<file path="src/rtl/core/nfc_pkg.sv">
package nfc_pkg;

  typedef enum logic [2:0] {
    OP_F32_F16_CLAMP = 3'd0,
    OP_F32_F16       = 3'd1,
    OP_F32_I8        = 3'd2,
    OP_F16_F32       = 3'd3,
    OP_F16_I8        = 3'd4,
    OP_BF16_F16_CLAMP = 3'd5,
    OP_BF16_F32      = 3'd6,
    OP_U8_F16        = 3'd7
  } op_e;

  localparam logic [31:0] F16_MAX_AS_F32    = 32'h477F_E000;
  localparam logic [31:0] F16_LOWEST_AS_F32 = 32'hC77F_E000;

  typedef struct packed {
    logic [2:0]  op;
    logic [31:0] src;
  } item_t;

  // f32 to f16, round to nearest even, f16 subnormal results kept, f32 subnormal inputs flushed to signed zero
  function automatic logic [15:0] f32_to_f16(input logic [31:0] b);
    logic [15:0] sign;
    logic [7:0]  ex;
    logic [22:0] man;
    logic [15:0] h;
    logic [12:0] r;
    logic [23:0] full;
    logic [4:0]  sh;
    logic [23:0] q;
    logic [23:0] rem;
    logic [23:0] half;
    sign = {b[31], 15'd0};
    ex   = b[30:23];
    man  = b[22:0];
    f32_to_f16 = sign;
    if (ex == 8'hFF) begin
      if (man != 23'd0) f32_to_f16 = sign | 16'h7E00 | {6'd0, man[22:13]};
      else f32_to_f16 = sign | 16'h7C00;
    end else if (ex == 8'd0) begin
      f32_to_f16 = sign;
    end else if (ex >= 8'd143) begin
      f32_to_f16 = sign | 16'h7C00;
    end else if (ex >= 8'd113) begin
      h = {1'b0, 5'(ex - 8'd112), man[22:13]};
      r = man[12:0];
      if (r > 13'h1000 || (r == 13'h1000 && h[0])) h = h + 16'd1;
      f32_to_f16 = sign | h;
    end else if (ex >= 8'd102) begin
      // shift of 14..24 for subnormal results
      full = {1'b1, man};
      sh   = 5'(8'd126 - ex);
      q    = full >> sh;
      rem  = full & ((24'd1 << sh) - 24'd1);
      half = 24'd1 << (sh - 5'd1);
      if (rem > half || (rem == half && q[0])) q = q + 24'd1;
      f32_to_f16 = sign | q[15:0];
    end
  endfunction

  function automatic logic [31:0] f16_to_f32(input logic [15:0] h);
    logic [31:0] sign;
    logic [4:0]  ex;
    logic [9:0]  man;
    logic [3:0]  lz;
    logic [10:0] norm;
    sign = {h[15], 31'd0};
    ex   = h[14:10];
    man  = h[9:0];
    lz   = 4'd0;
    for (int i = 0; i < 10; i++) if (man[i]) lz = 4'(9 - i);
    norm = {1'b0, man} << (lz + 4'd1);
    if (ex == 5'h1F) begin
      if (man != 10'd0) f16_to_f32 = sign | 32'h7FC0_0000 | {9'd0, man, 13'd0};
      else f16_to_f32 = sign | 32'h7F80_0000;
    end else if (ex == 5'd0) begin
      if (man == 10'd0) f16_to_f32 = sign;
      else f16_to_f32 = sign | {1'b0, 8'(8'd112 - {4'd0, lz}), norm[9:0], 13'd0};
    end else begin
      f16_to_f32 = sign | {1'b0, 8'({3'd0, ex} + 8'd112), man, 13'd0};
    end
  endfunction

  // truncate toward zero to i32, keep low byte
  function automatic logic [7:0] f32_trunc_i8(input logic [31:0] b);
    logic [7:0]  ex;
    logic [23:0] full;
    logic [31:0] mag;
    logic [31:0] v;
    ex   = b[30:23];
    full = {1'b1, b[22:0]};
    mag  = 32'd0;
    if (ex >= 8'd127 && ex <= 8'd150) mag = {8'd0, full} >> 5'(8'd150 - ex);
    else if (ex > 8'd150 && ex < 8'd158) mag = {8'd0, full} << 5'(ex - 8'd150);
    v = b[31] ? (32'd0 - mag) : mag;
    if (ex == 8'hFF || ex >= 8'd158) v = 32'h8000_0000;
    f32_trunc_i8 = v[7:0];
  endfunction

  function automatic logic [15:0] u8_to_f16(input logic [7:0] n);
    logic [2:0]  p;
    logic [17:0] s;
    p = 3'd0;
    for (int i = 0; i < 8; i++) if (n[i]) p = 3'(i);
    s = {10'd0, n} << (4'd10 - {1'b0, p});
    u8_to_f16 = (n == 8'd0) ? 16'd0 : {1'b0, 5'({2'd0, p} + 5'd15), s[9:0]};
  endfunction

  function automatic logic [31:0] clamp_f16_range(input logic [31:0] b);
    clamp_f16_range = b;
    if (b[30:0] > 31'h7F80_0000) clamp_f16_range = F16_LOWEST_AS_F32;
    else if (b[30:0] > F16_MAX_AS_F32[30:0])
      clamp_f16_range = {b[31], F16_MAX_AS_F32[30:0]};
  endfunction

endpackage

</file>
<file path="src/rtl/core/nfc_convert.sv">
module nfc_convert (
  input  nfc_pkg::item_t item_i,
  output logic [31:0]    result_o
);
  import nfc_pkg::*;

  logic [15:0] lo16;
  logic [31:0] wide16;

  assign lo16   = item_i.src[15:0];
  assign wide16 = f16_to_f32(lo16);

  always_comb begin
    case (op_e'(item_i.op))
      OP_F32_F16_CLAMP:  result_o = {16'd0, f32_to_f16(clamp_f16_range(item_i.src))};
      OP_F32_F16:        result_o = {16'd0, f32_to_f16(item_i.src)};
      OP_F32_I8:         result_o = {24'd0, f32_trunc_i8(item_i.src)};
      OP_F16_F32:        result_o = wide16;
      OP_F16_I8:         result_o = {24'd0, f32_trunc_i8(wide16)};
      OP_BF16_F16_CLAMP: result_o = {16'd0, f32_to_f16(clamp_f16_range({lo16, 16'd0}))};
      OP_BF16_F32:       result_o = {lo16, 16'd0};
      OP_U8_F16:         result_o = {16'd0, u8_to_f16(item_i.src[7:0])};
      default:           result_o = 32'd0;
    endcase
  end
endmodule

</file>
<file path="src/rtl/core/numeric_format_converter.sv">
// path: input register, then result register, from input transaction to result
// throughput: one transaction per cycle while the output is not stalled, set by the single conversion stage
// reset: rst_ni asynchronous active low clears valid flags; data registers not reset
// a stalled result holds; the input stage advances whenever the result stage can take it
module numeric_format_converter (
  input  logic        clk_i,
  input  logic        rst_ni,
  input  logic        s_axis_tvalid,
  output logic        s_axis_tready,
  input  logic [31:0] s_axis_tdata,   // [31:0] source_bits
  input  logic [2:0]  s_axis_tuser,   // [2:0] op
  output logic        m_axis_tvalid,
  input  logic        m_axis_tready,
  output logic [31:0] m_axis_tdata    // [31:0] result_bits
);
  import nfc_pkg::*;

  item_t       in_q;
  logic        in_vld_q;
  logic [31:0] res_d, res_q;
  logic        res_vld_q;
  logic        res_ready;

  // result stage frees up when empty or being drained
  assign res_ready     = !res_vld_q || m_axis_tready;
  assign s_axis_tready = !in_vld_q || res_ready;

  always_ff @(posedge clk_i or negedge rst_ni) begin
    if (!rst_ni) begin
      in_vld_q <= 1'b0;
    end else if (s_axis_tready) begin
      in_vld_q <= s_axis_tvalid;
    end
  end

  always_ff @(posedge clk_i) begin
    if (s_axis_tready && s_axis_tvalid) begin
      in_q <= '{op: s_axis_tuser, src: s_axis_tdata};
    end
  end

  nfc_convert u_convert (
    .item_i  (in_q),
    .result_o(res_d)
  );

  always_ff @(posedge clk_i or negedge rst_ni) begin
    if (!rst_ni) begin
      res_vld_q <= 1'b0;
    end else if (res_ready) begin
      res_vld_q <= in_vld_q;
    end
  end

  always_ff @(posedge clk_i) begin
    if (res_ready && in_vld_q) begin
      res_q <= res_d;
    end
  end

  assign m_axis_tvalid = res_vld_q;
  assign m_axis_tdata  = res_q;
endmodule

</file>
<file path="config.mk">
export PLATFORM = sky130hd
export DESIGN_NAME = numeric_format_converter
export DESIGN_NICKNAME = d
export VERILOG_FILES = /design/src/rtl/core/nfc_pkg.sv /design/src/rtl/core/nfc_convert.sv /design/src/rtl/core/numeric_format_converter.sv
export SDC_FILE = /design/constraint.sdc
export NUM_CORES = 1
export LEC_CHECK = 0
export BUFFER_PORTS_ARGS = -buffer_cell sky130_fd_sc_hd__buf_2
export CORE_UTILIZATION = 25
export CTS_BUF_LIST = sky130_fd_sc_hd__clkbuf_16
export DETAILED_ROUTE_END_ITERATION = 6
export GPL_TIMING_DRIVEN = 1
export MAX_ROUTING_LAYER = met4
export PLACE_DENSITY = 0.45
export SLEW_MARGIN = 40
export SYNTH_ARGS = -nofsm -noshare
export SYNTH_HDL_FRONTEND = slang
export SYNTH_SLANG_ARGS = --single-unit
</file>
<file path="constraint.sdc">
create_clock -name clk_i -period 13.7 [get_ports clk_i]
set_clock_uncertainty 0.05 [all_clocks]
set_input_delay 2.74 -clock clk_i [delete_from_list [all_inputs] [get_ports clk_i]]
set_output_delay 2.74 -clock clk_i [all_outputs]
set_load 0.03 [all_outputs]
</file>
## Word-level counts from Yosys, hierarchy flattened

Index checks and enable logic that the tools add are counted.

| word-level totals | value |
|---|---|
| word-level logic and storage cells | 243 |
| bits of input ports | 39 |
| output and inout bits | 34 |
| register bits | 69 |

| operators by class | value |
|---|---|
| order comparisons | 29 |
| equal/unequal tests | 18 |
| muxes and demuxes | 97 |
| reduce and logical (&&, ||, !) cells | 35 |
| $add $sub $neg | 29 |
| bitwise logic cells | 15 |
| shifts and indexed selects | 15 |

Operator list:

| operator | count |
|---|---|
| 16-bit two-way mux | 57 |
| 32-bit two-way mux | 8 |
| 32-bit one-hot mux with 8 select lines | 1 |
| 1-bit by 5-bit << shifter with 24-bit output (first input constant) | 6 |
| 31-bit > comparator (second input constant) | 4 |
| 16-bit bitwise OR | 6 |
| 8-bit two-way mux | 10 |
| 24-bit AND | 3 |
| 24-bit == test | 3 |
| 24-bit > comparator | 3 |
| 24-bit by 5-bit right shift with 16-bit output | 3 |
| 24-bit by 1-bit subtractor with 24-bit output (second input constant) | 3 |
| 23-bit nonzero test | 3 |
| 8-bit by 7-bit >= comparator with 1-bit output (second input constant) | 8 |
| 32-bit by 31-bit bitwise OR with 32-bit output | 2 |
| 31-bit two-way mux | 2 |
| 15-bit by 1-bit adder with 16-bit output (second input constant) | 3 |
| 16-bit by 1-bit adder with 16-bit output (second input constant) | 3 |
| 16-bit by 10-bit bitwise OR with 16-bit output | 3 |
| 24-bit by 5-bit << shifter with 8-bit output | 2 |
| 24-bit by 5-bit right shift with 8-bit output | 2 |
| 8-bit >= comparator (second input constant) | 5 |
| 4-bit two-way mux | 10 |
| 13-bit == test (second input constant) | 3 |
| 33 further kinds | 85 |

## Logic depth before layout (Yosys ltp)

Gate-level depths: netlist of run 1.

| logic depth | value |
|---|---|
| word-level depth | 25 |
| depth in mapped cells | 44 |
| depth with buffers taken out | 34 |

## Cells and area by module

Synthesis of run 1 repeated with hierarchy kept, for this count alone.

| second synthesis, totals | value |
|---|---|
| cell total of the unflattened synthesis | 2314 |
| area, all modules | 16550.9 um2 |

By module, submodules not included:

| module | sequential area each (um2) | instances | area an instance (um2) | cells an instance |
|---|---|---|---|---|
| nfc_convert | 0.0 | 1 | 14435.1 | 2239 |
| numeric_format_converter | 2062.0 | 1 | 2115.8 | 75 |

## Least setup slack after synthesis of run 1

Ideal clock, no wire load.

| timing | value |
|---|---|
| path type | flip-flop to flip-flop |
| start point | reg in_q[23] in the netlist's numbering |
| end point | reg res_q[13], in the netlist m_axis_tdata[13], data pin |
| period minus slack after synthesis | 9.118 ns |
| data required time | 13.389 ns |
| path buffers | 13 |
| path slack | 4.582 ns |
| arrival time | 8.807 ns |
| cell stages (with the launch flop) | 44 |
| setup time | 0.261 ns |
| cells stage by stage | edfxtp_1 buf_2 buf_2 clkbuf_1 buf_1 inv_1 ha_1 nand2_1 nor4_1 and3_1 buf_2 nor2_1 clkbuf_1 clkbuf_1 buf_1 nand2_1 ha_1 clkbuf_1 [8 not listed] a21oi_1 nand2_1 nor2_1 o21ai_0 a21oi_1 ha_1 nand4_1 nor2_1 and3_1 o21ai_0 a21oi_1 nor2_1 a32oi_1 nand4_1 nor3_1 xor2_1 a221oi_1 nor2_1 |

| on the way | value |
|---|---|
| word-level cells in the longest chain between the ends | 25 |
| elaborated cells on any way between the ends | 90 |
| those cells by class | add/sub: 12; order compare: 11; eq/ne: 5; shift: 6; mux: 41; bitwise: 6; reduce/logical: 9 |

RTL lines:

| element | line | source |
|---|---|---|
| start, declared | numeric_format_converter.sv:18 | `item_t in_q;` |
| start signal, assigned | numeric_format_converter.sv:38 | `in_q <= '{op: s_axis_tuser, src: s_axis_tdata};` |
| branches (longest 24 deep; another with 31-bit > comparator) | - |  |
| 32-bit one-hot mux with 8 select lines * | nfc_convert.sv:14 | `case (op_e'(item_i.op))` |
| named net res_d[13] | numeric_format_converter.sv:20 | `logic [31:0] res_d, res_q;` |
| end signal, assigned | numeric_format_converter.sv:57 | `res_q <= res_d;` |
| end, declared | numeric_format_converter.sv:20 |  |

Mark *: on every way through the listed nets, which the timed path passes. The select of a mux whose other input is x is not followed.
A chain may end at the register's enable or synchronous reset.

## Final worst setup path of run 1

| timing | value |
|---|---|
| start point | reg in_q[13] in the netlist's numbering |
| end point | reg res_q[6], in the netlist m_axis_tdata[6], data pin |

The elaborated chain is that of the path after synthesis.

==> parameters.txt, run 1 <==
Parameter                              Value

Setup path
  Slowest-stage cell, CP    sky130_fd_sc_hd__or4_1
  R2r worst-path depth    31
  Required time of the critical path    13.78 ns
  Kind of cell adding the most delay to the critical path    simple AND/OR/NAND/NOR gates
  Kind of start point of the critical path    flip-flop
  Maximum fanout along the worst path    24
  WP buf/inv    3
  Arrival time of data at the critical path endpoint    just over 10 ns
  Worst path most repeated cell    sky130_fd_sc_hd__o21ai_0
  Element type at the critical path end    flip-flop
  Delay of the slowest cell on the worst path    0.74 ns
  Worst setup path class    flip-flop to flip-flop
  Logic depth of the worst setup path including buffers    31

STA
  Fin. max-slew vios    0
  Final critical-path setup slack    roughly 3.7 ns
  Hold Slack    0.457 ns
  Count of final setup violators    0
  Fin. Hold Viols    0
  F_max    99.7 MHz
  Aggregate negative setup slack    0 ns
  Fraction of the cycle the final worst path needs    73.2%
  Post-layout min period    10.03 ns
  Headroom to the max-slew limit    38.9%
  Actual slew at the worst max-slew pin    0.891 ns
  RSZ-0062 raised after global routing    no

Logic synthesis
  Summed instance area of the synthesized netlist    15800 µm²
  Post-Synthesis Cells    2188
  Sequential element share of the synthesized area    13.0%
  Post-Synthesis Net Count    between 2000 and 2500
  FF+latch count, synth    69
  Number of distinct library cells after synthesis    107
  Top FF cell, synth    sky130_fd_sc_hd__edfxtp_1
  EDFF count, synth    67
  Post-synthesis average cell area    7.24 µm²
  Async set or reset register ratio after synthesis    2.90%
  Synthesis warning total    0

Clock network
  Clock latency on the worst-skew pair    0.40 ns
  Clock tree from TritonCTS    done
  Clock-pin slew of the registers on the worst-case setup and hold paths    0.08 ns
  Inserted Clock Buffers    9
  Largest buffer count on any clock path    2
  Setup Fix Bufs, Post-CTS    0
  CTS H-tree lvls    3
  CTS Root Buffer Type    sky130_fd_sc_hd__clkbuf_16
  Count of hold-fix buffers inserted at cts    0
  Number of cells upsized or downsized after cts    0
  Number of sinks on the clock net    69

Floorplanning
  Number of cell rows    91
  Initial cell density of the core    25.5%
  Number of placed I/O pins    between 70 and 80
  Vertical extent of the die    254 µm
  Floorplan die width    254 µm
  Core Footprint    62200 µm²
  Total die area    64300 µm²

Global routing
  GRT met3 Usage    3.54%
  Overall track demand over capacity in global routing    24.0%
  First-pass GRT wire length    113000 µm
  Global Route met1 Usage    30.8%
  Global route hottest layer    met2
  Total congestion overflow after global routing    0
  Maximum number of pins on one net before global-route repair    a little over 50
  Number of global-route vias before repair    16914
  GR met2 Demand/Resource    between 30 and 40%
  Initial antenna violation count    1

Status
  Outcome    complete, no violations

Final layout
  Final design utilization    27.8%
  Area of all placed cells without fillers    17300 µm²
  Antenna Diode Count    0
  Synth-to-layout area growth    9.19%
  Net count reported at finish    about 2300
  Fraction of layout cells with a size suffix above 1    between 10% and 20%
  Fillers    6904

Drt
  Drt via density    between 6 and 7
  Detailed router's first-iteration violation count    1885
  Vias post-DR    18084
  Final routed wirelength across all metal layers    75900 µm
  Antenna-violating nets left    0
  Number of detailed-routing iterations run before antenna repair    6
  Drt wl/cell    ~25 µm
  Remaining DRCs    0

Power
  Reported leakage power    around 6.2 nW
  Peak supply drop    just over 0.06 mV
  Power density over the cells    83.5 nW/µm²

Job
  Max capacitance violation total    0

Placement
  Sum of net half-perimeters after detailed placement    57800 µm
  Weighted congestion at the end of routability-driven global placement    ~1.0
  Input/output buffers    72
  Standard cell area after detailed placement    17000 µm²
  Pre-CTS setup slack    3.78 ns

Worst hold path
  Cells on Worst Hold Path    1
  Class of the tightest hold or removal check    flip-flop to flip-flop
[area by class of cell]
cell class	count	area, µm²	share of cell area [%]
inverter	61	231	1.34
timing repair buffer	125	758	4.39
tap	837	1050	6.06
sequential	69	2060	11.9
multi-input combinational	1883	12900	74.6
clock buffer	9	225	1.30
clock inverter	7	62.6	0.362
[cell families (layout without fill, tap and decap cells)]
logic type	Yosys count	count (layout)	synth area share, %
AND/OR/NAND/NOR	852	852	25.8
AO/OA/AOI/OAI	712	712	31.7
buffers and inverters	236	202	6.01
multiplexers	127	127	10.2
adder cells (fa/ha/maj)	102	102	8.06
XOR/XNOR	90	90	5.19
flip-flops	69	69	13.0
[per-layer routing]
metal,share of wire (%),routed length [µm],vias up
li1,-,-,8215
met1,43,32600,8851
met2,45,34400,862
met3,7.3,5540,156
met4,4.4,3370,0
met5,0,0,-
[worst paths after layout]
kind	from	endpoint	slack, ns
worst max-delay path	in_q[13]	m_axis_tdata[6]	3.67
worst min-delay path	in_vld_q	m_axis_tvalid	0.46
worst max register to register	in_q[13]	m_axis_tdata[6]	3.67
worst min register to register	in_vld_q	m_axis_tvalid	0.46
max in group asynchronous	rst_ni	in_vld_q	11.45
min in group asynchronous	rst_ni	m_axis_tvalid	2.06
[cell usage after synthesis, drive strengths merged, types with 21 or more instances]
| cell | number | area (µm²) |
|---|---|---|
| nand2b | 30 | 188 |
| xor2 | 41 | 367 |
| buf | 51 | 253 |
| xnor2 | 49 | 455 |
| or2 | 21 | 131 |
| nand2 | 258 | 968 |
| a21oi | 150 | 754 |
| nor3 | 68 | 355 |
| mux4 | 25 | 563 |
| o211ai | 29 | 228 |
| nand4 | 31 | 194 |
| and3 | 27 | 169 |
| a22oi | 28 | 210 |
| nor2 | 211 | 797 |
| edfxtp | 67 | 2010 |
| and2 | 21 | 131 |
| ha | 102 | 1280 |
| a211oi | 32 | 245 |
| a31oi | 32 | 215 |
| o31ai | 28 | 220 |
| o21ai | 143 | 731 |
| mux2i | 74 | 741 |
| nand3 | 87 | 435 |
| mux2 | 28 | 315 |
| a221oi | 28 | 251 |
| a21o | 23 | 174 |
| o21a | 21 | 158 |
| inv | 58 | 220 |
| nor2b | 37 | 231 |
| clkbuf | 124 | 467 |
[placed cells by master, fill, tap and decap left out, drive strengths merged, types with 30 or more instances in the layout]
cell	instances
nand2	258
nor2	211
a21oi	150
o21ai	143
buf	125
ha	102
nand3	87
mux2i	74
nor3	68
edfxtp	67
inv	62
xnor2	49
xor2	41
nor2b	37
a31oi	32
a211oi	32
nand4	31
nand2b	30
[state kept, by name (all words and copies together), names as in the netlist]
| register | count |
|---|---|
| in_vld_q | 1 |
| m_axis_tdata | 32 |
| m_axis_tvalid | 1 |
| in_q | 35 |
[worst reg2reg max path: cells and delay by family (launching register included)]
kind            cells  cell delay [ns]
flops               1             0.32
mux                 1             0.27
fa+ha+maj           3             1.24
compound gates     11             2.66
simple gates       13             4.06
buf+inv             3             1.19
[where the power goes]
group	switching (mW)	internal [mW]	leakage, nW	total [mW]
logic	0.617	0.313	5.42	0.930
registers	0.0135	0.253	0.676	0.267
clock network	0.120	0.126	0.139	0.246
[metrics by stage]
step / power (mW) / std cells
floorplan: 0.904 / 2188
global placement: 1.17 / 2975
detailed placement: 1.18 / 2975
CTS: 1.44 / 2991
global route: 1.53 / 2991
finish: 1.44 / 2991
No activity file was read; power rests on OpenSTA's default activity.
==> inputs of run 2 (changes only) <==
ABC_AREA = 1   (was unset)
clock period = 10 ns   (was 13.7 ns; I/O delays follow)
==> parameters.txt, run 2 <==
Parameter                              Value

Floorplanning
  Initial cell density of the core    25.5%
  Number of cell rows    90
  Floorplan die width    251 µm
  Number of placed I/O pins    73
  Vertical extent of the die    around 250 µm
  Total die area    62900 µm²
  Core Footprint    60700 µm²

Setup path
  Delay of the slowest cell on the worst path    0.76 ns
  Slowest-stage cell, CP    sky130_fd_sc_hd__inv_1
  Worst setup path class    flip-flop to flip-flop
  Element type at the critical path end    flip-flop
  R2r worst-path depth    39
  CP Launch Point    in_q[7]
  Worst reg2reg endpoint    m_axis_tdata[10]
  Arrival time of data at the critical path endpoint    approximately 8.2 ns
  Setup slack on the worst flop-to-flop path    about 1.8 ns
  Worst r2r src    in_q[7]
  Critical path endpoint    m_axis_tdata[10]
  Kind of start point of the critical path    flip-flop
  Worst path most repeated cell    sky130_fd_sc_hd__nand2_1
  Required time of the critical path    10.09 ns
  Maximum fanout along the worst path    43

Logic synthesis
  Async set or reset register ratio after synthesis    2.90%
  Area share of and/or/nand/nor cells after synthesis    about 46%
  Synth cell count leaders    sky130_fd_sc_hd__nand2_1, sky130_fd_sc_hd__nor2_1, sky130_fd_sc_hd__inv_1
  Mux share of post-synthesis cell area    0.259%
  Sequential element share of the synthesized area    13.3%
  Number of distinct library cells after synthesis    74
  Largest cells by area after synthesis    sky130_fd_sc_hd__nand2_1, sky130_fd_sc_hd__edfxtp_1, sky130_fd_sc_hd__nand3_1
  Parity-gate share of the synthesized area counting xor and xnor cells    3.11%
  Summed instance area of the synthesized netlist    15500 µm²
  Post-synthesis average cell area    5.63 µm²
  Compound-gate portion of the synthesized area    18.1%
  Most frequent cell after synthesis    sky130_fd_sc_hd__nand2_1
  Post-Synthesis Net Count    between 2000 and 3000
  FF+latch count, synth    69
  Synth area leader    sky130_fd_sc_hd__nand2_1
  Synth top area share    between 10% and 20%
  Arithmetic-cell share of the synthesized area counting full adders, half adders and majority gates    just over 8%
  Dominant combinational cell family by area after synthesis    simple AND/OR/NAND/NOR gates
  Synthesis warning total    0
  EDFF count, synth    67
  Top FF cell, synth    sky130_fd_sc_hd__edfxtp_1
  Post-Synthesis Cells    2746

Final layout
  Antenna Diode Count    0
  Highest-count cells in the layout ignoring fill and taps    sky130_fd_sc_hd__nand2_1, sky130_fd_sc_hd__nor2_1, sky130_fd_sc_hd__inv_1, sky130_fd_sc_hd__nand3_1, sky130_fd_sc_hd__o21ai_0
  Number of flip-flops in the largest register    35
  Synth-to-layout area growth    8.99%
  Fillers    approximately 7000
  Net count reported at finish    2903
  Commonest non-fill, non-tap cell in the layout    sky130_fd_sc_hd__nand2_1
  Fraction of layout cells with a size suffix above 1    9.50%
  Largest register by flop count    in_q

STA
  RSZ-0062 raised after global routing    no
  Count of final setup violators    0
  Headroom to the max-slew limit    about two fifths
  Fraction of the cycle the final worst path needs    81.6%
  Post-layout min period    8.16 ns
  Aggregate negative setup slack    0 ns
  Hold Slack    around 0.47 ns
  Fin. max-slew vios    0
  F_max    123 MHz
  Final critical-path setup slack    1.84 ns
  Actual slew at the worst max-slew pin    0.885 ns
  Fin. Hold Viols    0

Clock network
  CTS Root Buffer Type    sky130_fd_sc_hd__clkbuf_16
  Largest buffer count on any clock path    2
  Number of sinks on the clock net    69
  Clock tree from TritonCTS    done
  Count of hold-fix buffers inserted at cts    0
  Clock latency on the worst-skew pair    0.41 ns
  Inserted Clock Buffers    9
  CTS H-tree lvls    3
  Number of cells upsized or downsized after cts    0
  Setup Fix Bufs, Post-CTS    0
  Clock-pin slew of the registers on the worst-case setup and hold paths    about 0.090 ns

Global routing
  Number of global-route vias before repair    17251
  First-pass GRT wire length    110000 µm
  Total congestion overflow after global routing    0
  Overall track demand over capacity in global routing    roughly a quarter
  Initial antenna violation count    1
  Maximum number of pins on one net before global-route repair    44

Drt
  Remaining DRCs    0
  Antenna-violating nets left    0
  Detailed router's first-iteration violation count    about 1800
  Drt wl/cell    20.7 µm
  Drt via density    between 5 and 6
  Final routed wirelength across all metal layers    approximately 74000 µm
  Vias post-DR    18619
  Number of detailed-routing iterations run before antenna repair    7

Power
  Internal power consumption    about 1000 µW
  Part of the total power dissipated in sequential elements    17.3%
  Peak supply drop    0.101 mV
  Switching power    around 1.3 mW
  Power density over the cells    134 nW/µm²
  Reported leakage power    around 8 nW
  Switching part of the total    56.7%
  Relative contribution of combinational cells to total power    66.2%
  Portion of total power attributed to the clock network    16.5%

Placement
  Weighted congestion at the end of routability-driven global placement    between 0.9 and 1
  Pre-CTS setup slack    2.01 ns
  Sum of net half-perimeters after detailed placement    58800 µm
  Input/output buffers    72

Worst hold path
  Class of the tightest hold or removal check    flip-flop to flip-flop

Status
  Outcome    complete, no violations

Job
  Max capacitance violation total    0
run 2: cell count changes in the layout (fill, tap and decap cells not counted), sizes merged, moves of 28 or more:
cell / delta
nand2: +546
nand3: +200
mux2: -28
nor2b: -37
mux2i: -70
xnor2: -34
o21ai: +86
inv: +262
nand2b: -29
nor2: +151
run 2: area by class of cell:
cell class | instances | area [µm²] | share of cell area, %
Timing Repair Buffer | 100 | 574 | 3.41
Sequential cell | 69 | 2060 | 12.2
Tap cell | 782 | 978 | 5.80
Multi-Input combinational cell | 2257 | 11700 | 69.4
Inverter | 325 | 1240 | 7.34
Clock inverter | 7 | 78.8 | 0.468
Clock buffer | 9 | 225 | 1.34
run 2: metal layers:
metal	global-route usage, %	wire length (µm)	vias to the layer above
met2	38.1	33900	660
met3	2.90	4230	134
li1	-	-	9178
met5	-	0	-
met4	9.15	2880	0
met1	30.3	32600	8647
run 2: worst min path at each step:
| stage | slack, ns | end | depth (start not counted) | start |
|---|---|---|---|---|
| 2_1_floorplan | 0.40 | m_axis_tvalid | 2 | in_vld_q |
| 5_1_grt | 0.52 | m_axis_tvalid | 2 | in_vld_q |
| 6_report | 0.47 | m_axis_tvalid | 2 | in_vld_q |
| 4_1_cts | 0.48 | m_axis_tvalid | 2 | in_vld_q |
| 3_3_place_gp | 0.46 | m_axis_tvalid | 2 | in_vld_q |
| 3_5_place_dp | 0.45 | m_axis_tvalid | 2 | in_vld_q |
run 2: power by group through the flow:
stage,Combinational [mW],Sequential [mW],Clock (mW)
floorplan,1.02,0.410,0
global placement,1.49,0.400,0
detailed placement,1.47,0.398,0
CTS,1.47,0.391,0.383
global route,1.66,0.394,0.388
finish,1.50,0.392,0.373
run 2: critical path: cells and delay by family, from the launching register on:
kind | cells | cell delay [ns]
AND/OR/NAND/NOR | 27 | 4.26
flip-flops | 1 | 0.73
buffers and inverters | 6 | 1.37
XOR/XNOR | 2 | 0.47
adder cells (fa/ha/maj) | 3 | 0.79
AO/OA/AOI/OAI | 1 | 0.18
run 2: logic make-up (layout without fill, tap and decap cells):
| kind of cell | Yosys count | after routing |
|---|---|---|
| simple gates | 1606 | 1606 |
| compound gates | 493 | 493 |
| buf+inv | 420 | 441 |
| fa+ha+maj | 102 | 102 |
| flops | 69 | 69 |
| xor+xnor | 52 | 52 |
| mux | 4 | 4 |
run 2: per-stage QoR:
| step | total power [mW] | utilization, % | std cells | cell area [µm²] |
|---|---|---|---|---|
| after floorplan | 1.43 | - | 2746 | 15500 |
| after global placement | 1.89 | 27.2 | 3532 | 16500 |
| after detailed placement | 1.86 | 27.3 | 3533 | 16600 |
| after CTS | 2.25 | 27.8 | 3549 | 16900 |
| after global routing | 2.44 | 27.8 | 3549 | 16900 |
| final | 2.26 | 27.8 | 3549 | 16900 |
